===== src/hw/rtl/rhp_pkg.sv =====
// Types and constants of the RGB to HSV pixel converter.
`default_nettype none

package rhp_pkg;

  // Sector that holds the largest channel; red wins ties, then green.
  typedef enum logic [1:0] {
    SECT_RED,
    SECT_GREEN,
    SECT_BLUE
  } sector_e;

  // Pipeline shape: input stage, numerator stage, divider stages, output stage.
  localparam int unsigned SAT_QW     = 17;
  localparam int unsigned HUE_QW     = 12;
  localparam int unsigned SAT_RW     = 24;
  localparam int unsigned HUE_RW     = 21;
  localparam int unsigned DIV_STAGES = SAT_QW;
  localparam int unsigned NUM_STAGES = DIV_STAGES + 3;

  // Twice 60 degrees in hue units, so one extra divisor bit gives rounding.
  localparam logic [HUE_RW-1:0] HUE_SIXTY_X2   = 21'd7680;
  localparam logic [15:0]       HUE_BASE_GREEN = 16'd7680;
  localparam logic [15:0]       HUE_BASE_BLUE  = 16'd15360;
  localparam logic [15:0]       HUE_FULL_TURN  = 16'd23040;

  // Result of the first stage: extremes, sector and hue numerator parts.
  typedef struct packed {
    logic [7:0] mx;
    logic [7:0] delta;
    sector_e    sector;
    logic       neg;
    logic [7:0] mag;
  } prep_t;

  // State of both restoring dividers as it moves down the pipeline.
  typedef struct packed {
    logic [SAT_RW-1:0] sat_rem;
    logic [7:0]        sat_div;
    logic [SAT_QW-1:0] sat_quo;
    logic [HUE_RW-1:0] hue_rem;
    logic [8:0]        hue_div;
    logic [HUE_QW-1:0] hue_quo;
    logic              zero;
    logic              neg;
    sector_e           sector;
    logic [7:0]        mx;
  } div_t;

endpackage

`default_nettype wire


===== src/hw/rtl/rgb_to_hsv_pixel.sv =====
// Top level of the pipelined RGB to HSV pixel converter.
//
// Usage: a pixel request (red_i, green_i, blue_i) is taken at a rising edge
// where valid_i is high and stall_o is low. Results leave on hue_o,
// saturation_o and value_o and are taken where valid_o is high and stall_i is
// low. Hue is signed degrees times 64, saturation is times 65536.
// The pipeline has 20 register stages and takes one pixel per clock while the
// receiver does not stall; the depth is set by the two restoring dividers,
// which resolve one quotient bit per stage over 17 stages. When the receiver
// stalls, the output stage holds and stages behind it keep filling until they
// meet a full stage, so stall_o rises only when all 20 stages hold pixels.
// Reset clears every valid bit and the wrap register. cfg_we_i writes the wrap
// bit; the user must use it only while idle, as the block does not check this.
`default_nettype none

module rgb_to_hsv_pixel
  import rhp_pkg::*;
(
  input  wire logic        clk_i,
  input  wire logic        rst_ni,
  input  wire logic        cfg_we_i,
  input  wire logic        cfg_wdata_i,
  input  wire logic        valid_i,
  output logic             stall_o,
  input  wire logic [7:0]  red_i,
  input  wire logic [7:0]  green_i,
  input  wire logic [7:0]  blue_i,
  output logic             valid_o,
  input  wire logic        stall_i,
  output logic [15:0]      hue_o,
  output logic [16:0]      saturation_o,
  output logic [7:0]       value_o
);

  localparam int unsigned LAST = NUM_STAGES - 1;

  logic                  wrap_q;
  logic [LAST:0]         valid_q;
  logic [LAST:0]         valid_d;
  logic [LAST:0]         adv;
  logic [LAST:0]         valid_up;

  prep_t                 prep_d;
  prep_t                 prep_q;
  div_t                  num_d;
  div_t                  dq_q [DIV_STAGES+1];

  logic [7:0]            mx_rg;
  logic [7:0]            mn_rg;
  logic [7:0]            mx;
  logic [7:0]            mn;
  logic [8:0]            diff;
  sector_e               sector;

  logic [15:0]           hue_mag;
  logic [15:0]           hue_sgn;
  logic [15:0]           hue_base;
  logic [15:0]           hue_wrap;
  logic [15:0]           hue_d;
  logic [16:0]           sat_d;
  logic [15:0]           hue_q;
  logic [16:0]           sat_q;
  logic [7:0]            value_q;

  // Wrap register.
  always_ff @(posedge clk_i or negedge rst_ni) begin
    if (!rst_ni) begin
      wrap_q <= 1'b0;
    end else if (cfg_we_i) begin
      wrap_q <= cfg_wdata_i;
    end
  end

  // A stage advances when it is empty or the stage after it advances.
  assign adv[LAST] = !valid_q[LAST] || !stall_i;
  for (genvar k = 0; k < LAST; k++) begin : g_adv
    assign adv[k] = !valid_q[k] || adv[k+1];
  end

  assign valid_up = {valid_q[LAST-1:0], valid_i};
  assign valid_d  = (adv & valid_up) | (~adv & valid_q);

  always_ff @(posedge clk_i or negedge rst_ni) begin
    if (!rst_ni) begin
      valid_q <= '0;
    end else begin
      valid_q <= valid_d;
    end
  end

  assign stall_o = !adv[0];

  // Stage 0: extremes, sector and signed channel difference.
  always_comb begin
    mx_rg = (red_i >= green_i) ? red_i : green_i;
    mn_rg = (red_i <= green_i) ? red_i : green_i;
    mx    = (blue_i > mx_rg) ? blue_i : mx_rg;
    mn    = (blue_i < mn_rg) ? blue_i : mn_rg;
    priority if (red_i == mx) begin
      sector = SECT_RED;
    end else if (green_i == mx) begin
      sector = SECT_GREEN;
    end else begin
      sector = SECT_BLUE;
    end
    unique case (sector)
      SECT_RED:   diff = {1'b0, green_i} - {1'b0, blue_i};
      SECT_GREEN: diff = {1'b0, blue_i} - {1'b0, red_i};
      SECT_BLUE:  diff = {1'b0, red_i} - {1'b0, green_i};
      default:    diff = '0;
    endcase
    prep_d.mx     = mx;
    prep_d.delta  = mx - mn;
    prep_d.sector = sector;
    prep_d.neg    = diff[8];
    prep_d.mag    = diff[8] ? 8'(-diff) : diff[7:0];
  end

  always_ff @(posedge clk_i) begin
    if (adv[0]) begin
      prep_q <= prep_d;
    end
  end

  // Stage 1: numerators and divisors, with half the divisor added for rounding.
  always_comb begin
    num_d.sat_rem = {prep_q.delta, 16'b0} + {17'b0, prep_q.mx[7:1]};
    num_d.sat_div = prep_q.mx;
    num_d.sat_quo = '0;
    num_d.hue_rem = HUE_RW'(prep_q.mag) * HUE_SIXTY_X2 + HUE_RW'(prep_q.delta);
    num_d.hue_div = {prep_q.delta, 1'b0};
    num_d.hue_quo = '0;
    num_d.zero    = (prep_q.delta == 8'd0);
    num_d.neg     = prep_q.neg;
    num_d.sector  = prep_q.sector;
    num_d.mx      = prep_q.mx;
  end

  always_ff @(posedge clk_i) begin
    if (adv[1]) begin
      dq_q[0] <= num_d;
    end
  end

  // Divider stages: each resolves one saturation quotient bit; the last HUE_QW also resolve one hue bit.
  for (genvar k = 0; k < DIV_STAGES; k++) begin : g_div
    localparam int unsigned B = SAT_QW - 1 - k;
    div_t              nxt;
    logic [SAT_RW-1:0] sat_sh;

    assign sat_sh = SAT_RW'(dq_q[k].sat_div) << B;

    if (B < HUE_QW) begin : g_hue
      logic [HUE_RW-1:0] hue_sh;
      assign hue_sh = HUE_RW'(dq_q[k].hue_div) << B;
      always_comb begin
        nxt = dq_q[k];
        if (dq_q[k].sat_rem >= sat_sh) begin
          nxt.sat_rem    = dq_q[k].sat_rem - sat_sh;
          nxt.sat_quo[B] = 1'b1;
        end
        if (dq_q[k].hue_rem >= hue_sh) begin
          nxt.hue_rem    = dq_q[k].hue_rem - hue_sh;
          nxt.hue_quo[B] = 1'b1;
        end
      end
    end else begin : g_sat_only
      always_comb begin
        nxt = dq_q[k];
        if (dq_q[k].sat_rem >= sat_sh) begin
          nxt.sat_rem    = dq_q[k].sat_rem - sat_sh;
          nxt.sat_quo[B] = 1'b1;
        end
      end
    end

    always_ff @(posedge clk_i) begin
      if (adv[k+2]) begin
        dq_q[k+1] <= nxt;
      end
    end
  end

  // Output stage: sign, sector base, optional wrap and the flat-pixel case.
  always_comb begin
    hue_mag = {4'b0, dq_q[DIV_STAGES].hue_quo};
    hue_sgn = dq_q[DIV_STAGES].neg ? -hue_mag : hue_mag;
    unique case (dq_q[DIV_STAGES].sector)
      SECT_RED:   hue_base = '0;
      SECT_GREEN: hue_base = HUE_BASE_GREEN;
      SECT_BLUE:  hue_base = HUE_BASE_BLUE;
      default:    hue_base = '0;
    endcase
    hue_wrap = (dq_q[DIV_STAGES].sector == SECT_RED && dq_q[DIV_STAGES].neg && wrap_q)
             ? HUE_FULL_TURN : '0;
    if (dq_q[DIV_STAGES].zero) begin
      hue_d = '0;
      sat_d = '0;
    end else begin
      hue_d = hue_base + hue_sgn + hue_wrap;
      sat_d = dq_q[DIV_STAGES].sat_quo;
    end
  end

  always_ff @(posedge clk_i) begin
    if (adv[LAST]) begin
      hue_q   <= hue_d;
      sat_q   <= sat_d;
      value_q <= dq_q[DIV_STAGES].mx;
    end
  end

  assign valid_o      = valid_q[LAST];
  assign hue_o        = hue_q;
  assign saturation_o = sat_q;
  assign value_o      = value_q;

endmodule

`default_nettype wire


===== config.mk =====
export PLATFORM = sky130hd
export DESIGN_NAME = rgb_to_hsv_pixel
export DESIGN_NICKNAME = d
export VERILOG_FILES = /design/src/hw/rtl/rhp_pkg.sv /design/src/hw/rtl/rgb_to_hsv_pixel.sv
export SDC_FILE = /design/constraint.sdc
export NUM_CORES = 2
export LEC_CHECK = 0
export BUFFER_PORTS_ARGS = -buffer_cell sky130_fd_sc_hd__buf_2
export CORE_ASPECT_RATIO = 0.6
export CORE_MARGIN = 2
export CORE_UTILIZATION = 40
export DETAILED_ROUTE_END_ITERATION = 12
export SLEW_MARGIN = 20
export SYNTH_ARGS = -nofsm -noshare
export SYNTH_HDL_FRONTEND = slang
export SYNTH_SLANG_ARGS = --single-unit

===== constraint.sdc =====
create_clock -name clk_i -period 18.4 [get_ports clk_i]
set_input_delay 2.76 -clock clk_i [delete_from_list [all_inputs] [get_ports clk_i]]
set_output_delay 2.76 -clock clk_i [all_outputs]
set_load 0.01 [all_outputs]

==> metrics.cfg <==
[critical_path]
end_kind = output port
cp_data_arrival_time_ns = 5.96
cp_max_fo = 43
worstSetupStartpointType = input pin
worst_ep_required_time_ns = 15.64
criticalPathCategory = in -> out

[finish]
layout-drive-gt1-share_pct = 7.249
final_common_cell = edfxtp_1
syn_to_final_growth_pct = 10.87
final_cell_mix = edfxtp_1 (1131), inv_1 (414), ha_1 (296)
fin_util_pct = 44.85
fin_nets = 4717

[clock_network]
cts_tree = yes
path_clk_slew_ns = 0.06
clock_path_buffers = 3
htreeDepth = 3
cts_buffers = 105
cts_resized = 0
cts.sinks = 1152
clock_latency_ns = 0.69
cts-root-buf = clkbuf_16
cts_setup_buffers = 0
ctsHoldBuffers = 0

[route]
drc_errors = 0
vias = 30690
firstDrtPassIters = 6
drt.antenna.violating_nets = 0
drt_wl_total_mm = 98.19
drt_iter0_drc = 2058
viasPerCell = 4.925
wl_per_cell_um = 15.76

[sta]
finalCritPeriodShare_pct = 47.40
fin_setup_tns_ns = 0
grt_setup_unrepaired = no
setup_viol = 0
tightest_slew_ns = 1.006
slew_headroom_pct = 32.39
final.min_clock_period_ns = 8.721
slew_viol_final = 0
fmax_ghz = 0.1147
finalWorstSetupSlack_ns = 9.679
hold_viol = 0
finClkSkew_ns = 0.02407

[yosys]
ys.flop_type = edfxtp_1
synth_area_leaders = edfxtp_1 (62%), ha_1 (6.8%), inv_1 (2.9%)
postSynth.asyncResetShare_pct = 1.823
ys_warn_count = 0
syn_inst = 4193
ys_ff_latch = 1152
synth_top_area_share_pct = 62.40
ys_types = 75
syn_nets = 4567
synthesis.area_mm2 = 0.05442
yosys.area.top_type = edfxtp_1
syn_area_per_cell_um2 = 12.98
ys_seq_area_share_pct = 63.37
synth_edf_count = 1131

[floorplanning]
fp.dieH_um = 289.7
io_pins = 73
coreArea_mm2 = 0.1345
fp-row-count = 104
start_util_pct = 40.45
die_w_um = 480.2
die-area_mm2 = 0.1391

[place]
place.gp.congestion = 0.8967
pre_cts_ws_ns = 9.566
portBuffers = 72
dp_hpwl_mm = 71.28

[global_route]
grt_first_pass_wirelength_mm = 159.2
grt_max_degree = 67
grt_pass1_vias = 29930
grt-ovfl-total = 0
antenna_found_initial = 2
grt_use_total_pct = 14.19

[power_and_ir_drop]
ir_worst_vdd_mv = 0.1122
cellPowerDensity_mw_per_mm2 = 193.0
leakagePower_nw = 23.49

[worst_hold_path]
hold_path.class = reg -> reg

[outcome]
outcome = complete, no violations

[run]
maxCapViolCount = 0

cell usage after synthesis, drive strengths merged, types with 15 or more instances:
| library cell | n |
|---|---|
| o21ai | 234 |
| nor3 | 80 |
| xnor2 | 176 |
| and4 | 17 |
| or3 | 36 |
| nor2b | 101 |
| clkbuf | 46 |
| mux2 | 26 |
| nand3b | 15 |
| a21oi | 207 |
| xor2 | 156 |
| nor2 | 284 |
| o21a | 18 |
| inv | 422 |
| and2 | 19 |
| a21boi | 53 |
| nand4 | 39 |
| ha | 296 |
| o31ai | 46 |
| nand2 | 268 |
| nand2b | 82 |
| dfrtp | 21 |
| mux2i | 16 |
| edfxtp | 1131 |
| nor4 | 51 |
| nand3 | 45 |
| a21o | 78 |
| or4 | 24 |
| fa | 48 |
report_power, final:
group	leakage [nW]	switching, mW	internal, mW
registers	11.6	0.693	4.54
logic	10.3	2.35	1.98
clock network	1.58	0.937	1.14
total	23.5	3.98	7.66
layer usage:
| layer | vias to the layer above | wire length [um] | global-route usage (%) |
|---|---|---|---|
| li1 | 15530 | - | - |
| met4 | 2 | 2262 | 4.245 |
| met3 | 123 | 4581 | 2.493 |
| met5 | - | 16 | 0 |
| met2 | 546 | 40580 | 20.68 |
| met1 | 14490 | 50750 | 21.56 |
worst max-delay path, cell delays in order:
cell     delay, ns
buf_2         0.09
and3_1        0.30
inv_2         0.04
buf_4         0.30
nor2_1        0.37
nand2_4       0.21
nor3_1        0.65
nand3_2       0.12
buf_4         0.31
nor2_1        0.25
nand2_1       0.08
buf_4         0.26
inv_1         0.08
buf_2         0.12
final cells by class:
type	instances	area, um2
Clock buffer	127	2761
Timing Repair Buffer	98	555.5
Tap cell	1802	2255
Clock inverter	65	478.0
Antenna cell	1	2.502
Inverter	422	1585
Multi-Input combinational cell	2564	18210
Fill cell	11940	74210
Sequential cell	1152	34490
per-stage QoR:
stage / total power [mW] / cells / area, um2 / hold slack [ns]
after floorplan: 8.487 / 4193 / 54420 / 0.4003
after global placement: 9.527 / 6038 / 57080 / 0.4005
after detailed placement: 9.617 / 6038 / 57080 / 0.4045
after CTS: 11.75 / 6230 / 60320 / 0.4093
after global routing: 12.61 / 6231 / 60340 / 0.4168
final: 11.65 / 6231 / 60340 / 0.4083
logic make-up after synthesis:
family	synth area share, %
simple gates	10.54
compound gates	8.010
fa+ha+maj	8.571
buf+inv	3.331
xor+xnor	5.343
flops	63.37
mux	0.8322
sequential cells by signal, indices dropped and copies added (netlist names), named ones only:
name,count
saturation_o,17
value_o,8
hue_o,16
dq_q,1063
prep_q,8
wrap_q,1
num_d,19
worst paths after layout:
path                              start                    endpoint  slack, ns  cells after the start
min in group asynchronous        rst_ni  asynchronous set/reset pin       2.05                      1
setup reg to reg           dq_q[17][12]                   hue_o[14]      14.45                     15
max in group asynchronous        rst_ni  asynchronous set/reset pin      15.97                      1
setup / recovery                stall_i                     stall_o       9.68                     14
hold / removal             dq_q[10][61]                dq_q[11][61]       0.41                      0
hold reg to reg            dq_q[10][61]                dq_q[11][61]       0.41                      0
(Power assumes the default switching activity.)
